[src/rtl/core/jsi_pkg.sv]
`default_nettype none

package jsi_pkg;

    // Default configuration
    localparam int BYTES_PER_WORD_DEF = 8;
    localparam int POSITION_BITS_DEF  = 32;

    // Character codes
    localparam logic [7:0] CHAR_BACKSLASH = 8'h5C;
    localparam logic [7:0] CHAR_QUOTE     = 8'h22;

    // Class bits: whitespace in the upper two, structural in the lower three
    localparam logic [4:0] WS_BITS = 5'h18;
    localparam logic [4:0] ST_BITS = 5'h07;

    localparam logic [4:0] HI_NIBBLE_CLASS [16] = '{
        5'd8, 5'd0, 5'd17, 5'd2, 5'd0, 5'd4, 5'd0, 5'd4,
        5'd0, 5'd0, 5'd0,  5'd0, 5'd0, 5'd0, 5'd0, 5'd0
    };
    localparam logic [4:0] LO_NIBBLE_CLASS [16] = '{
        5'd16, 5'd0, 5'd0,  5'd0, 5'd0, 5'd0,  5'd0, 5'd0,
        5'd0,  5'd8, 5'd10, 5'd4, 5'd1, 5'd12, 5'd0, 5'd0
    };

    // Input request payload
    typedef struct packed {
        logic [63:0] data_bytes;
        logic [3:0]  byte_count;
        logic        last_word;
    } t_in_req;

    // Output request payload
    typedef struct packed {
        logic [31:0] position;
        logic        is_terminator;
        logic        unclosed_string;
        logic        last_of_run;
    } t_out_res;

    // Scanner state that ripples from byte to byte
    typedef struct packed {
        logic esc;
        logic in_str;
        logic prev_sep;
    } t_scan_carry;

    // Per-word flags handed to the merge stage
    typedef struct packed {
        logic last;
        logic unclosed;
    } t_word_flags;

    // Nibble-table character class; non-ASCII bytes have no class
    function automatic logic [4:0] class_of(input logic [7:0] c);
        logic [4:0] cls;
        cls = HI_NIBBLE_CLASS[c[7:4]] & LO_NIBBLE_CLASS[c[3:0]];
        if (c[7]) begin
            cls = '0;
        end
        return cls;
    endfunction

endpackage

`default_nettype wire

[src/rtl/core/jsi_req_if.sv]
`default_nettype none

interface jsi_req_if;
    logic             valid;
    logic             ready;
    jsi_pkg::t_in_req payload;

    modport source (output valid, output payload, input ready);
    modport sink   (input valid, input payload, output ready);
endinterface

`default_nettype wire

[src/rtl/core/jsi_res_if.sv]
`default_nettype none

interface jsi_res_if;
    logic              valid;
    logic              ready;
    jsi_pkg::t_out_res payload;

    modport source (output valid, output payload, input ready);
    modport sink   (input valid, input payload, output ready);
endinterface

`default_nettype wire

[src/rtl/core/json_structural_indexer.sv]
`default_nettype none

// JSON structural indexer. Text arrives as words of up to BYTES_PER_WORD bytes (byte 0
// first); the block returns the byte offset of every structural character outside strings
// (, : [ ] { }, the opening quote, and the first byte of each value that follows a
// separator or whitespace), one per output request, and on the last word a terminator
// carrying the total length and an unclosed-string flag. One lane per byte scans each
// word, with escape, string and separator state rippling through the lanes. The merge
// stage then gives one result per cycle unless the output stalls; a word with no result
// never stalls behind an idle merge stage, and the next word is taken in the cycle the
// previous word's final result moves to the output register. Positions wrap modulo
// 2^POSITION_BITS and state returns to its reset values after every last word.
module json_structural_indexer #(
    parameter int BYTES_PER_WORD = jsi_pkg::BYTES_PER_WORD_DEF,
    parameter int POSITION_BITS  = jsi_pkg::POSITION_BITS_DEF
) (
    input  wire logic i_clk,
    input  wire logic i_rst_n,
    jsi_req_if.sink   i_req,
    jsi_res_if.source o_res
);

    localparam int CNT_W = $clog2(BYTES_PER_WORD + 1);

    // Scanner state
    logic                      r_esc;
    logic                      r_in_str;
    logic                      r_prev_sep;
    logic [POSITION_BITS-1:0]  r_pos;

    logic                      accept;
    logic                      merge_ready;
    logic                      load;
    logic [CNT_W-1:0]          eff_cnt;
    logic [POSITION_BITS-1:0]  n_pos;
    logic [BYTES_PER_WORD-1:0] lane_mark;
    jsi_pkg::t_scan_carry      scan_carry [BYTES_PER_WORD+1];
    jsi_pkg::t_word_flags      word_flags;

    // Clamp the byte count to the word size
    assign eff_cnt = (i_req.payload.byte_count > 4'(BYTES_PER_WORD))
                   ? CNT_W'(BYTES_PER_WORD) : CNT_W'(i_req.payload.byte_count);
    assign n_pos   = r_pos + POSITION_BITS'(eff_cnt);

    assign scan_carry[0].esc      = r_esc;
    assign scan_carry[0].in_str   = r_in_str;
    assign scan_carry[0].prev_sep = r_prev_sep;

    // Byte lanes
    for (genvar g = 0; g < BYTES_PER_WORD; g++) begin : g_lane
        jsi_lane u_lane (
            .i_byte  (i_req.payload.data_bytes[8*g +: 8]),
            .i_en    (eff_cnt > CNT_W'(g)),
            .i_carry (scan_carry[g]),
            .o_carry (scan_carry[g+1]),
            .o_mark  (lane_mark[g])
        );
    end

    assign accept      = i_req.valid && merge_ready;
    assign i_req.ready = merge_ready;
    assign load        = accept && ((|lane_mark) || i_req.payload.last_word);

    assign word_flags.last     = i_req.payload.last_word;
    assign word_flags.unclosed = scan_carry[BYTES_PER_WORD].in_str;

    // State update; a last word restores the start-of-document state
    always_ff @(posedge i_clk) begin
        if (!i_rst_n) begin
            r_esc      <= 1'b0;
            r_in_str   <= 1'b0;
            r_prev_sep <= 1'b1;
            r_pos      <= '0;
        end else if (accept) begin
            if (i_req.payload.last_word) begin
                r_esc      <= 1'b0;
                r_in_str   <= 1'b0;
                r_prev_sep <= 1'b1;
                r_pos      <= '0;
            end else begin
                r_esc      <= scan_carry[BYTES_PER_WORD].esc;
                r_in_str   <= scan_carry[BYTES_PER_WORD].in_str;
                r_prev_sep <= scan_carry[BYTES_PER_WORD].prev_sep;
                r_pos      <= n_pos;
            end
        end
    end

    jsi_merge #(
        .BYTES_PER_WORD (BYTES_PER_WORD),
        .POSITION_BITS  (POSITION_BITS)
    ) u_merge (
        .i_clk   (i_clk),
        .i_rst_n (i_rst_n),
        .i_load  (load),
        .i_mask  (lane_mark),
        .i_base  (r_pos),
        .i_end   (n_pos),
        .i_flags (word_flags),
        .o_ready (merge_ready),
        .o_res   (o_res)
    );

    // Checks
    a_doc_restart: assert property (@(posedge i_clk) disable iff (!i_rst_n)
        accept && i_req.payload.last_word |=>
            (r_pos == '0) && !r_in_str && !r_esc && r_prev_sep)
        else $error("scanner state not restored after last word");

    a_term_ends_run: assert property (@(posedge i_clk) disable iff (!i_rst_n)
        o_res.valid && o_res.payload.is_terminator |-> o_res.payload.last_of_run)
        else $error("terminator is not the final result of its word");

    a_unclosed_on_term: assert property (@(posedge i_clk) disable iff (!i_rst_n)
        o_res.valid && o_res.payload.unclosed_string |-> o_res.payload.is_terminator)
        else $error("unclosed flag on a non-terminator result");

    a_empty_word_no_load: assert property (@(posedge i_clk) disable iff (!i_rst_n)
        accept && !i_req.payload.last_word && (lane_mark == '0) |-> !load)
        else $error("word without results loaded into merge stage");

endmodule

`default_nettype wire

[src/rtl/core/jsi_lane.sv]
`default_nettype none

// One byte of the scanner: classify, update escape/string/separator state, flag a mark
module jsi_lane (
    input  wire logic [7:0]           i_byte,
    input  wire logic                 i_en,
    input  wire jsi_pkg::t_scan_carry i_carry,
    output jsi_pkg::t_scan_carry      o_carry,
    output logic                      o_mark
);

    logic       is_bs;
    logic       quote;
    logic       lit;
    logic       ws;
    logic       st;
    logic       pseudo;
    logic [4:0] cls;

    assign cls    = jsi_pkg::class_of(i_byte);
    assign is_bs  = (i_byte == jsi_pkg::CHAR_BACKSLASH);
    assign quote  = (i_byte == jsi_pkg::CHAR_QUOTE) && !i_carry.esc;
    assign lit    = i_carry.in_str ^ quote;
    assign ws     = (|(cls & jsi_pkg::WS_BITS)) && !lit;
    assign st     = (|(cls & jsi_pkg::ST_BITS)) && !lit;
    assign pseudo = i_carry.prev_sep && !ws && !lit;

    // Disabled lanes (past byte_count) pass the state through untouched
    always_comb begin
        if (i_en) begin
            o_carry.esc      = is_bs && !i_carry.esc;
            o_carry.in_str   = lit;
            o_carry.prev_sep = st || ws;
            // closing quote is never reported
            o_mark           = (st || quote || pseudo) && !(quote && !lit);
        end else begin
            o_carry = i_carry;
            o_mark  = 1'b0;
        end
    end

endmodule

`default_nettype wire

[src/rtl/core/jsi_merge.sv]
`default_nettype none

// Holds a word's mark mask; hands out one result per cycle when the output is free,
// lowest byte first, then the terminator on a last word
module jsi_merge #(
    parameter int BYTES_PER_WORD = jsi_pkg::BYTES_PER_WORD_DEF,
    parameter int POSITION_BITS  = jsi_pkg::POSITION_BITS_DEF
) (
    input  wire logic                      i_clk,
    input  wire logic                      i_rst_n,
    input  wire logic                      i_load,
    input  wire logic [BYTES_PER_WORD-1:0] i_mask,
    input  wire logic [POSITION_BITS-1:0]  i_base,
    input  wire logic [POSITION_BITS-1:0]  i_end,
    input  wire jsi_pkg::t_word_flags      i_flags,
    output logic                           o_ready,
    jsi_res_if.source                      o_res
);

    localparam int IDX_W = (BYTES_PER_WORD > 1) ? $clog2(BYTES_PER_WORD) : 1;

    // Pending word
    logic                      r_w_valid;
    logic [BYTES_PER_WORD-1:0] r_mask;
    logic [POSITION_BITS-1:0]  r_base;
    logic [POSITION_BITS-1:0]  r_end;
    jsi_pkg::t_word_flags      r_flags;

    // Output register
    logic                      r_o_valid;
    jsi_pkg::t_out_res         r_o_res;

    logic                      o_free;
    logic                      step;
    logic                      any_mark;
    logic                      final_res;
    logic [IDX_W-1:0]          sel;
    logic [BYTES_PER_WORD-1:0] mask_rest;
    logic [POSITION_BITS-1:0]  mark_pos;
    jsi_pkg::t_out_res         n_res;

    // Lowest set mark
    always_comb begin
        sel = '0;
        for (int i = BYTES_PER_WORD - 1; i >= 0; i--) begin
            if (r_mask[i]) begin
                sel = IDX_W'(i);
            end
        end
    end

    assign any_mark  = |r_mask;
    assign mask_rest = r_mask & (r_mask - BYTES_PER_WORD'(1));
    assign mark_pos  = r_base + POSITION_BITS'(sel);

    // Next result: a mark if any is left, otherwise the terminator
    always_comb begin
        if (any_mark) begin
            final_res             = (mask_rest == '0) && !r_flags.last;
            n_res.position        = 32'(mark_pos);
            n_res.is_terminator   = 1'b0;
            n_res.unclosed_string = 1'b0;
            n_res.last_of_run     = final_res;
        end else begin
            final_res             = 1'b1;
            n_res.position        = 32'(r_end);
            n_res.is_terminator   = 1'b1;
            n_res.unclosed_string = r_flags.unclosed;
            n_res.last_of_run     = 1'b1;
        end
    end

    assign o_free  = !r_o_valid || o_res.ready;
    assign step    = r_w_valid && o_free;
    assign o_ready = !r_w_valid || (step && final_res);

    // Control state
    always_ff @(posedge i_clk) begin
        if (!i_rst_n) begin
            r_w_valid <= 1'b0;
            r_o_valid <= 1'b0;
        end else begin
            if (step) begin
                r_o_valid <= 1'b1;
            end else if (o_res.ready) begin
                r_o_valid <= 1'b0;
            end
            if (i_load) begin
                r_w_valid <= 1'b1;
            end else if (step && final_res) begin
                r_w_valid <= 1'b0;
            end
        end
    end

    // Payload; a new word replaces whatever mask is left
    always_ff @(posedge i_clk) begin
        if (step) begin
            r_o_res <= n_res;
        end
        if (i_load) begin
            r_mask  <= i_mask;
            r_base  <= i_base;
            r_end   <= i_end;
            r_flags <= i_flags;
        end else if (step) begin
            r_mask  <= mask_rest;
        end
    end

    assign o_res.valid   = r_o_valid;
    assign o_res.payload = r_o_res;

endmodule

`default_nettype wire
[src/flat_wrapper.sv]
// flat-port wrapper written by rule: the top's interface ports become plain ports
module json_structural_indexer_flat 
#(
    parameter int BYTES_PER_WORD = jsi_pkg::BYTES_PER_WORD_DEF,
    parameter int POSITION_BITS  = jsi_pkg::POSITION_BITS_DEF
)
  (i_clk, i_rst_n, i_req_valid, i_req_payload, i_req_ready, o_res_valid, o_res_payload, o_res_ready);
  jsi_req_if i_req_i ();
  jsi_res_if o_res_i ();
  input  wire logic i_clk;
  input  wire logic i_rst_n;
  input wire logic [$bits(i_req_i.valid)-1:0] i_req_valid;
  input wire logic [$bits(i_req_i.payload)-1:0] i_req_payload;
  output wire logic [$bits(i_req_i.ready)-1:0] i_req_ready;
  output wire logic [$bits(o_res_i.valid)-1:0] o_res_valid;
  output wire logic [$bits(o_res_i.payload)-1:0] o_res_payload;
  input wire logic [$bits(o_res_i.ready)-1:0] o_res_ready;
  assign i_req_i.valid = i_req_valid;
  assign i_req_i.payload = i_req_payload;
  assign i_req_ready = i_req_i.ready;
  assign o_res_valid = o_res_i.valid;
  assign o_res_payload = o_res_i.payload;
  assign o_res_i.ready = o_res_ready;
  json_structural_indexer #(.BYTES_PER_WORD(BYTES_PER_WORD), .POSITION_BITS(POSITION_BITS)) u_core (.i_clk(i_clk), .i_rst_n(i_rst_n), .i_req(i_req_i), .o_res(o_res_i));
endmodule
[config.mk]
export PLATFORM = sky130hd
export DESIGN_NAME = json_structural_indexer_flat
export DESIGN_NICKNAME = d
export VERILOG_FILES = /design/src/rtl/core/jsi_pkg.sv /design/src/rtl/core/jsi_req_if.sv /design/src/rtl/core/jsi_res_if.sv /design/src/rtl/core/json_structural_indexer.sv /design/src/rtl/core/jsi_lane.sv /design/src/rtl/core/jsi_merge.sv /design/src/flat_wrapper.sv
export SDC_FILE = /design/constraint.sdc
export NUM_CORES = 1
export LEC_CHECK = 0
export BUFFER_PORTS_ARGS = -buffer_cell sky130_fd_sc_hd__buf_2
export CAP_MARGIN = 25
export CORE_MARGIN = 2
export CORE_UTILIZATION = 40
export CTS_CLUSTER_SIZE = 40
export DETAILED_ROUTE_END_ITERATION = 16
export GPL_ROUTABILITY_DRIVEN = 1
export PLACE_DENSITY_LB_ADDON = 0.12
export REMOVE_ABC_BUFFERS = 1
export SETUP_SLACK_MARGIN = 0.2
export SLEW_MARGIN = 20
export SYNTH_ARGS = -nofsm -noshare
export SYNTH_HDL_FRONTEND = slang
export SYNTH_SLANG_ARGS = --single-unit
[constraint.sdc]
create_clock -name i_clk -period 26 [get_ports i_clk]
set_input_delay 2.6 -clock i_clk [delete_from_list [all_inputs] [get_ports i_clk]]
set_output_delay 2.6 -clock i_clk [all_outputs]
set_load 0.05 [all_outputs]
==> flow_summary.toml, run 1 <==
[synthesis]
synth_area_um2 = 9191
syn_avg_cell_area_um2 = 9.768
synth_top_area_share_pct = 35.61
ys_seq_area_share_pct = 43.67
ys_top_cells_by_area = "edfxtp_1 (36%), dfxtp_1 (8.1%), ha_1 (6.4%)"
synth_warnings = 0
synth_ff_type = "edfxtp_1"
yosysTopAreaCell = "edfxtp_1"
yosysUniqueCellTypes = 84
synth_edf_count = 109
synth_async_sr_flop_share_pct = 0
ys_ff_latch = 146
postSynthCellCount = 941

[routing]
route.detailed.drc = 0
viasPerCell = 5.355
final_antenna_net_count = 0
wire_per_inst_um = 15.58
drt-initial-drc-count = 391
num_vias = 7171
drt-pass1-iter-count = 5
wirelength_mm = 20.86

[timing]
report.final.slew_viol_count = 0
max_freq_mhz = 93.34
worst_slew_pin_slew_ns = 0.9605
finalSetupViolations = 0
hold_viol = 0
min_period_ns = 10.71
setup-tns-final_ns = 0
whs_ns = 0.4614
rsz0062_at_grt = "no"
maxSlewHeadroom_pct = 35.06
period_share_pct = 41.21
skew_ns = 0.007914
setup_slack_ns = 15.29

[layout]
antenna_cells = 0
multi_input_area_um2 = 4888
fillers = 2132
area_growth_pct = 15.79
layout-drive-gt1-share_pct = 16.98
seq_area_um2 = 4014
fin_nets = 1164

[global_routing]
antenna_found_initial = 0
grt_max_degree = 65
overflow = 0
grt_pass1_vias = 6945
grt_util_all_layers_pct = 17.75
grt_pass1_wl_mm = 34.72

[place]
finalWeightedCongestion = 0.8435
hpwlAfterDp_mm = 14.99
io_buffer_count = 109
place_ws_ns = 14.91

[cts]
clock_sinks = 146
cts_root_buffer = "clkbuf_16"
postCtsHoldBufs = 0
cts_resized = 0
clkTransAtPathRegs_ns = 0.06
clk_latency_ns = 0.42
cts_setup_buffers = 0
cts_tree = "yes"
h-tree-depth = 4
cts_inserted_buffers = 17
clk_path_buf_depth = 2

[worst_setup_path]
cp_max_fo = 46
crit_start = "i_req_payload[9]"
worst_path_max_delay_cell = "a21oi_4"
crit_family = "simple AND/OR/NAND/NOR gates"
cp.arrival_ns = 10.79
path_class = "in2reg"
crit_top_cell = "ha_1"
r2r_start = "u_core.r_esc"
startpoint_type = "input pin"
worstPathBufferInverterCount = 4
worstSetupEndpointType = "register"
critPathRequiredTime_ns = 26.08
max_stage_delay_ns = 0.75

[power]
ir_drop_mv = 0.03835
power.leakage_nw = 4.107
power_density_nw_per_um2 = 62.20
power_mw = 0.6620

[hold_path]
hp-class = "reg2reg"
min_from = "u_core.r_pos[24]"

[die]
io_pins = 110
die_w_um = 155.6
dieArea_um2 = 24210
start_util_pct = 40.72
core-area_um2 = 22570
std_cell_rows = 55
dieHeight_um = 155.6

[status]
status = "completed"

[run]
max_cap_viol_count = 0
==> final cells by class <==
type,instances,area share [%]
sequential,146,37.71
tap,285,3.351
timing repair buffer,115,5.526
inverter,42,1.481
clock buffer,19,4.068
clock inverter,12,1.928
multi-input combinational,720,45.93
==> metrics by stage <==
stage          util, %  instance area (um2)  cells
2_1_floorplan        -                 9056    908
3_3_place_gp     44.30                10000   1307
3_5_place_dp     44.30                10000   1307
4_1_cts          47.13                10640   1338
5_1_grt          47.15                10640   1339
6_report         47.15                10640   1339
==> cells in the final DEF (no fill, tap or decap), types with 15 or more instances in the layout <==
cell         n
nor2b_1     26
nand2_1     89
buf_2      110
xnor2_1     24
a21oi_1     42
edfxtp_1   109
clkbuf_16   17
nor3b_1     17
nand4_1     19
a21boi_0    15
o21ai_0     55
nand3_1     27
nand3b_1    15
nor2_1      71
inv_1       42
nor3_1      19
ha_1        47
and3_1      20
xor2_1      36
dfxtp_1     37
==> cell families (layout without fill, tap and decap cells) <==
family,count (synthesis),after routing,synth area share [%]
simple gates,391,391,23.86
compound gates,203,203,14.78
flops,146,146,43.67
buf+inv,75,188,3.185
xor+xnor,60,60,5.717
fa+ha+maj,50,50,6.943
mux,16,16,1.838
==> cells in the mapped netlist (20+ instances only) <==
| master | instances |
|---|---|
| o21ai_0 | 55 |
| nand3_1 | 27 |
| xnor2_1 | 24 |
| nor2b_1 | 26 |
| edfxtp_1 | 109 |
| inv_1 | 42 |
| dfxtp_1 | 37 |
| and3_1 | 20 |
| xor2_1 | 36 |
| a21oi_1 | 42 |
| clkbuf_1 | 23 |
| nor2_1 | 71 |
| nand2_1 | 90 |
| ha_1 | 47 |
==> power by group <==
group	switching, mW	internal (mW)	total [mW]
registers	0.0108	0.274	0.285
logic	0.0756	0.0352	0.111
clock network	0.0957	0.171	0.266
==> worst paths after layout <==
check,endpoint,slack (ns),depth (start not counted)
worst max-delay path,u_core.u_merge.r_mask[6],15.29,37
worst max register to register,u_core.u_merge.r_mask[6],17.60,35
worst min-delay path,u_core.u_merge.r_base[24],0.46,0
worst min register to register,u_core.u_merge.r_base[24],0.46,0
==> flip-flops by register name, summed over array words and instances, names as in the netlist <==
| signal | flops |
|---|---|
| u_core.u_merge.o_res.payload | 35 |
| u_core.r_pos | 32 |
| u_core.u_merge.r_base | 32 |
| u_core.u_merge.r_end | 32 |
| u_core.u_merge.r_mask | 8 |
| u_core.u_merge.r_flags | 2 |
| u_core.r_esc | 1 |
| u_core.r_in_str | 1 |
| u_core.r_prev_sep | 1 |
| u_core.u_merge.o_res.valid | 1 |
| u_core.u_merge.r_w_valid | 1 |
==> routing by layer <==
layer / routed length [um] / up-vias / global-route usage (%) / share of wire, %
li1: - / 3675 / - / -
met1: 10660 / 3342 / 25.37 / 51
met2: 9328 / 139 / 28.30 / 45
met3: 715 / 15 / 3.250 / 3.4
met4: 153 / 0 / 3.626 / 0.73
met5: 0 / - / 0 / 0
Note: power is estimated with default switching activity, not from simulation.
==> run 2: changes to the inputs <==
==> constraint.sdc (replaced) <==
create_clock -name i_clk -period 10.8 [get_ports i_clk]
set_input_delay 1.08 -clock i_clk [delete_from_list [all_inputs] [get_ports i_clk]]
set_output_delay 1.08 -clock i_clk [all_outputs]
set_load 0.05 [all_outputs]
==> run 2 against run 1 <==
  * Critical path depth did not move
  * Routed wire length fell by 0.53%
  * Final area fell by 0.66%
  * Sequential power rose by 140%
  * Via count rose by 0.73%
  * First-iteration DRC count fell by 3.1%
  * Clock skew barely moved
  * Sequential cell count did not move
  * Global-route usage fell by 0.27 points
  * Total power rose by 130%
==> flow_summary.toml, run 2 (same netlist as run 1, synthesis figures left out) <==
[timing]
period_share_pct = 77.46
setup-tns-final_ns = 0
setup_slack_ns = 2.434
worst_slew_pin_slew_ns = 0.9875
report.final.slew_viol_count = 0
max_freq_mhz = 119.5
hold_viol = 0
min_period_ns = 8.366
rsz0062_at_grt = "no"
maxSlewHeadroom_pct = 33.77
skew_ns = 0.007951
finalSetupViolations = 0

[cts]
h-tree-depth = 4
clk_path_buf_depth = 2
cts_tree = "yes"
cts_resized = 0
clkTransAtPathRegs_ns = 0.06
cts_root_buffer = "clkbuf_16"
postCtsHoldBufs = 0
cts_inserted_buffers = 17
clock_sinks = 146
clk_latency_ns = 0.42
cts_setup_buffers = 0

[worst_setup_path]
worstSetupEndpointType = "register"
critPathRequiredTime_ns = 10.88
r2r_setup_slack_ns = 3.15
startpoint_type = "input pin"
max_stage_delay_ns = 0.43
cp_max_fo = 40
worst_path_max_delay_cell = "buf_4"
path_class = "in2reg"
cp.arrival_ns = 8.45
crit_top_cell = "ha_1"

[power]
power_density_nw_per_um2 = 142.8
ir_drop_mv = 0.07149
power.leakage_nw = 4.060
power_mw = 1.510

[routing]
route.detailed.drc = 0
wire_per_inst_um = 15.47
drt-pass1-iter-count = 5
final_antenna_net_count = 0
wirelength_mm = 20.75
num_vias = 7223
drt-initial-drc-count = 379
viasPerCell = 5.386

[place]
hpwlAfterDp_mm = 15.04
place_ws_ns = 2.023
finalWeightedCongestion = 0.8433
io_buffer_count = 109

[layout]
area_growth_pct = 15.03
antenna_cells = 0
final_cell_mix = "buf_2 (109), edfxtp_1 (109), nand2_1 (89), nor2_1 (71), o21ai_0 (55)"
fin_nets = 1165
largest_reg_flops = 35
layout-drive-gt1-share_pct = 17.23

[hold_path]
hp-class = "reg2reg"

[global_routing]
antenna_found_initial = 0
grt_max_degree = 65
grt_util_all_layers_pct = 17.48
grt_pass1_wl_mm = 34.16
grt_pass1_vias = 6698
overflow = 0

[die]
core-area_um2 = 22570
std_cell_rows = 55
start_util_pct = 40.72
dieHeight_um = 155.6
io_pins = 110
die_w_um = 155.6
dieArea_um2 = 24210

[run]
max_cap_viol_count = 0

[status]
status = "completed"
## run 2: cell types whose count changed in the layout (fill, tap and decap cells not counted)
cell,previous run,this run
buf_4,5,6
clkbuf_2,0,1
clkbuf_1,2,1
buf_2,110,109
inv_6,2,4
clkinvlp_4,1,6
bufinv_16,5,1
clkinv_4,1,0
## run 2: final timing paths
path,end,startpoint,depth (start not counted)
worst max-delay path,u_core.u_merge.r_mask[5],i_req_payload[9],37
worst min-delay path,u_core.u_merge.r_base[24],u_core.r_pos[24],0
worst max register to register,u_core.u_merge.r_mask[5],u_core.r_esc,35
worst min register to register,u_core.u_merge.r_base[24],u_core.r_pos[24],0
## run 2: per-stage QoR
| stage | util, % | instance area [um2] | cells | hold slack [ns] |
|---|---|---|---|---|
| 2_1_floorplan | - | 9056 | 908 | 0.4238 |
| 4_1_cts | 46.82 | 10570 | 1340 | 0.4601 |
| 5_1_grt | 46.84 | 10570 | 1341 | 0.4742 |
| 6_report | 46.84 | 10570 | 1341 | 0.4601 |
| 3_3_place_gp | 44.33 | 10010 | 1308 | 0.4364 |
| 3_5_place_dp | 44.33 | 10010 | 1308 | 0.4445 |
## run 2: final cells by class
cell class | count | area (um2)
Clock inverter | 14 | 131.4
Fill cell | 2204 | 12000
Timing Repair Buffer | 116 | 595.6
Tap cell | 285 | 356.6
Inverter | 42 | 157.7
Multi-Input combinational cell | 720 | 4888
Sequential cell | 146 | 4014
Clock buffer | 18 | 429.2
## run 2: where the power goes
| part | internal [mW] | leakage [nW] | switching, mW |
|---|---|---|---|
| Clock | 0.320 | 0.258 | 0.238 |
| Sequential | 0.659 | 1.38 | 0.0257 |
| Combinational | 0.0853 | 2.42 | 0.181 |
| Total | 1.06 | 4.06 | 0.445 |
## run 2: layer usage
metal  vias to the layer above  GRT usage [%]  part of all wire [%]
li1                       3678              -                     -
met1                      3380          25.74                    52
met2                       151          27.12                    44
met3                        14          2.972                   3.8
met4                         0          3.626                  0.70
met5                         -              0                     0
## run 2: critical path, delay by kind of cell
| kind | cells | cell delay, ns |
|---|---|---|
| compound gates | 10 | 1.31 |
| mux | 1 | 0.26 |
| buf+inv | 4 | 0.73 |
| simple gates | 14 | 2.57 |
| fa+ha+maj | 8 | 2.51 |
==> run 3: changes to the inputs <==
--- a/config.mk
+++ b/config.mk
@@ -5,6 +5,7 @@
 export SDC_FILE = /design/constraint.sdc
 export NUM_CORES = 1
 export LEC_CHECK = 0
+export ABC_AREA = 1
 export BUFFER_PORTS_ARGS = -buffer_cell sky130_fd_sc_hd__buf_2
 export CAP_MARGIN = 25
 export CORE_MARGIN = 2
==> constraint.sdc (replaced) <==
create_clock -name i_clk -period 8.25 [get_ports i_clk]
set_input_delay 0.825 -clock i_clk [delete_from_list [all_inputs] [get_ports i_clk]]
set_output_delay 0.825 -clock i_clk [all_outputs]
set_load 0.05 [all_outputs]
==> run 3 against run 2 <==
  * Cell count grew 16%
  * Total power grew 52%
  * Clock power grew 45%
  * Critical path depth shrank 1
  * Sequential power grew 43%
  * Die area grew 0.32%
  * Clock skew grew 0.0023 ns
  * Count of clock-buffer cells in the layout is the same
==> flow_summary.toml, run 3 <==
[worst_setup_path]
worst_path_max_delay_cell = "nand2_4"
cp.arrival_ns = 6.53
critPathRequiredTime_ns = 8.35
path_class = "in2reg"
worstSetupEndpointType = "register"
r2r_setup_slack_ns = 2.01
crit_family = "adder cells"
max_stage_delay_ns = 0.38
cp_max_fo = 34
startpoint_type = "input pin"
worstPathBufferInverterCount = 10

[timing]
min_period_ns = 6.434
skew_ns = 0.01027
setup-tns-final_ns = 0
max_freq_mhz = 155.4
finalSetupViolations = 0
report.final.slew_viol_count = 0
hold_viol = 0
rsz0062_at_grt = "no"
worst_slew_pin_slew_ns = 0.5857
period_share_pct = 77.99
setup_slack_ns = 1.816
maxSlewHeadroom_pct = 60.44

[layout]
multi_input_area_um2 = 4481
layout-drive-gt1-share_pct = 17.34
final_cell_mix = "nand2_1 (294), inv_1 (165), buf_2 (109), edfxtp_1 (109), nor2_1 (100)"
fin_nets = 1378
largest_reg_flops = 35
area_growth_pct = 16.34
final_common_cell = "nand2_1"
stdcell_count = 1555
stdcell_area_um2 = 10730
fillers = 2189
seq_area_um2 = 4014

[synthesis]
ys_ff_latch = 146
yosysTopAreaCell = "edfxtp_1"
synth_edf_count = 109
synth_top_area_share_pct = 35.50
ys_seq_area_share_pct = 43.53
synth_area_um2 = 9221
ys_top_cells_by_area = "edfxtp_1 (35%), nand2_1 (12%), dfxtp_1 (8.0%)"
synth_warnings = 0
synth_ff_type = "edfxtp_1"
synth_async_sr_flop_share_pct = 0
syn_avg_cell_area_um2 = 8.103
yosysUniqueCellTypes = 56
synth.most_common_cell = "nand2_1"
synth_common_cells = "nand2_1 (294), inv_1 (165), edfxtp_1 (109)"
postSynthCellCount = 1138

[status]
status = "completed"

[global_routing]
grt_max_degree = 49
overflow = 0
grt_pass1_vias = 7073
grt_pass1_wl_mm = 33.35
grt_util_all_layers_pct = 17.14
antenna_found_initial = 4

[cts]
cts_root_buffer = "clkbuf_16"
postCtsHoldBufs = 0
h-tree-depth = 4
clk_latency_ns = 0.43
clkTransAtPathRegs_ns = 0.06
clock_sinks = 146
clk_path_buf_depth = 2
cts_setup_buffers = 0
cts_resized = 0
cts_inserted_buffers = 17
cts_tree = "yes"

[die]
std_cell_rows = 55
die_w_um = 155.8
dieArea_um2 = 24280
start_util_pct = 40.73
core-area_um2 = 22640
io_pins = 110
dieHeight_um = 155.8

[place]
place_ws_ns = 1.356
hpwlAfterDp_mm = 15.09
finalWeightedCongestion = 0.8383
io_buffer_count = 109
dp.cells = 1522
place_area_um2 = 10100

[power]
pwr-share-clk_pct = 35.1
ir_drop_mv = 0.1464
internal_power_mw = 1.563
power_density_nw_per_um2 = 214.5
power_mw = 2.301
p_seq_share_pct = 42.5
p_sw_share_pct = 32.08
power.leakage_nw = 4.857
pwr-share-comb_pct = 22.4
p_switching_mw = 0.7384

[hold_path]
hp-class = "reg2reg"

[routing]
wire_per_inst_um = 12.80
viasPerCell = 4.828
wl_met3_um = 761
drt-met1-wl_mm = 9.390
final_antenna_net_count = 0
dr.max_layer_used = "met5"
drt-pass1-iter-count = 4
routed-wl-met2_mm = 9.350
route.detailed.drc = 0
num_vias = 7508
drt-initial-drc-count = 379
wirelength_mm = 19.90

[run]
max_cap_viol_count = 0
[run 3: cell count changes after synthesis, moves of 20 or more]
cell	delta
nor2b_1	-26
nor2_1	+30
inv_1	+123
nand2_1	+204
nand3_1	+46
and3_1	-20
[run 3: layout make-up]
type                            instances  share of cell area [%]
Multi-Input combinational cell        803                   41.77
Sequential cell                       146                   37.42
Inverter                              172                   6.053
Timing Repair Buffer                  116                   5.575
Clock buffer                           18                   4.199
Tap cell                              285                   3.324
Clock inverter                         14                   1.645
Antenna cell                            1                 0.02333
[run 3: logic make-up after synthesis]
kind of cell / share of synthesized area [%]
and+or+nand+nor: 28.21
buffers and inverters: 7.965
DFF: 43.53
AOI/OAI and AO/OA: 8.738
xor gates and xnor gates: 4.749
adders and majority gates: 6.811
[run 3: final timing paths]
kind,startpoint,end,depth (start not counted)
setup reg to reg,u_core.r_esc,u_core.u_merge.r_base[10],33
setup / recovery,i_req_payload[9],u_core.u_merge.r_base[10],36
hold / removal,u_core.r_pos[3],u_core.u_merge.r_base[3],0
hold reg to reg,u_core.r_pos[3],u_core.u_merge.r_base[3],0
[run 3: metal layers]
metal / vias up / track usage [%]
met4: 6 / 5.810
li1: 3970 / -
met3: 28 / 3.500
met1: 3360 / 21.86
met5: - / 0
met2: 144 / 29.06
[run 3: power by group through the flow]
stage                     clock [mW]  combinational (mW)  sequential, mW
after floorplan                    0               0.260            1.10
after global placement             0               0.521           0.993
after detailed placement           0               0.522           0.994
after CTS                      0.823               0.524           0.978
after global routing           0.850               0.576           0.990
final                          0.809               0.515           0.978
[run 3: stage by stage]
step,hold WS (ns),util (%)
2_1_floorplan,0.4345,-
3_3_place_gp,0.4666,44.60
3_5_place_dp,0.4605,44.60
4_1_cts,0.4793,47.37
5_1_grt,0.4876,47.37
6_report,0.4755,47.38
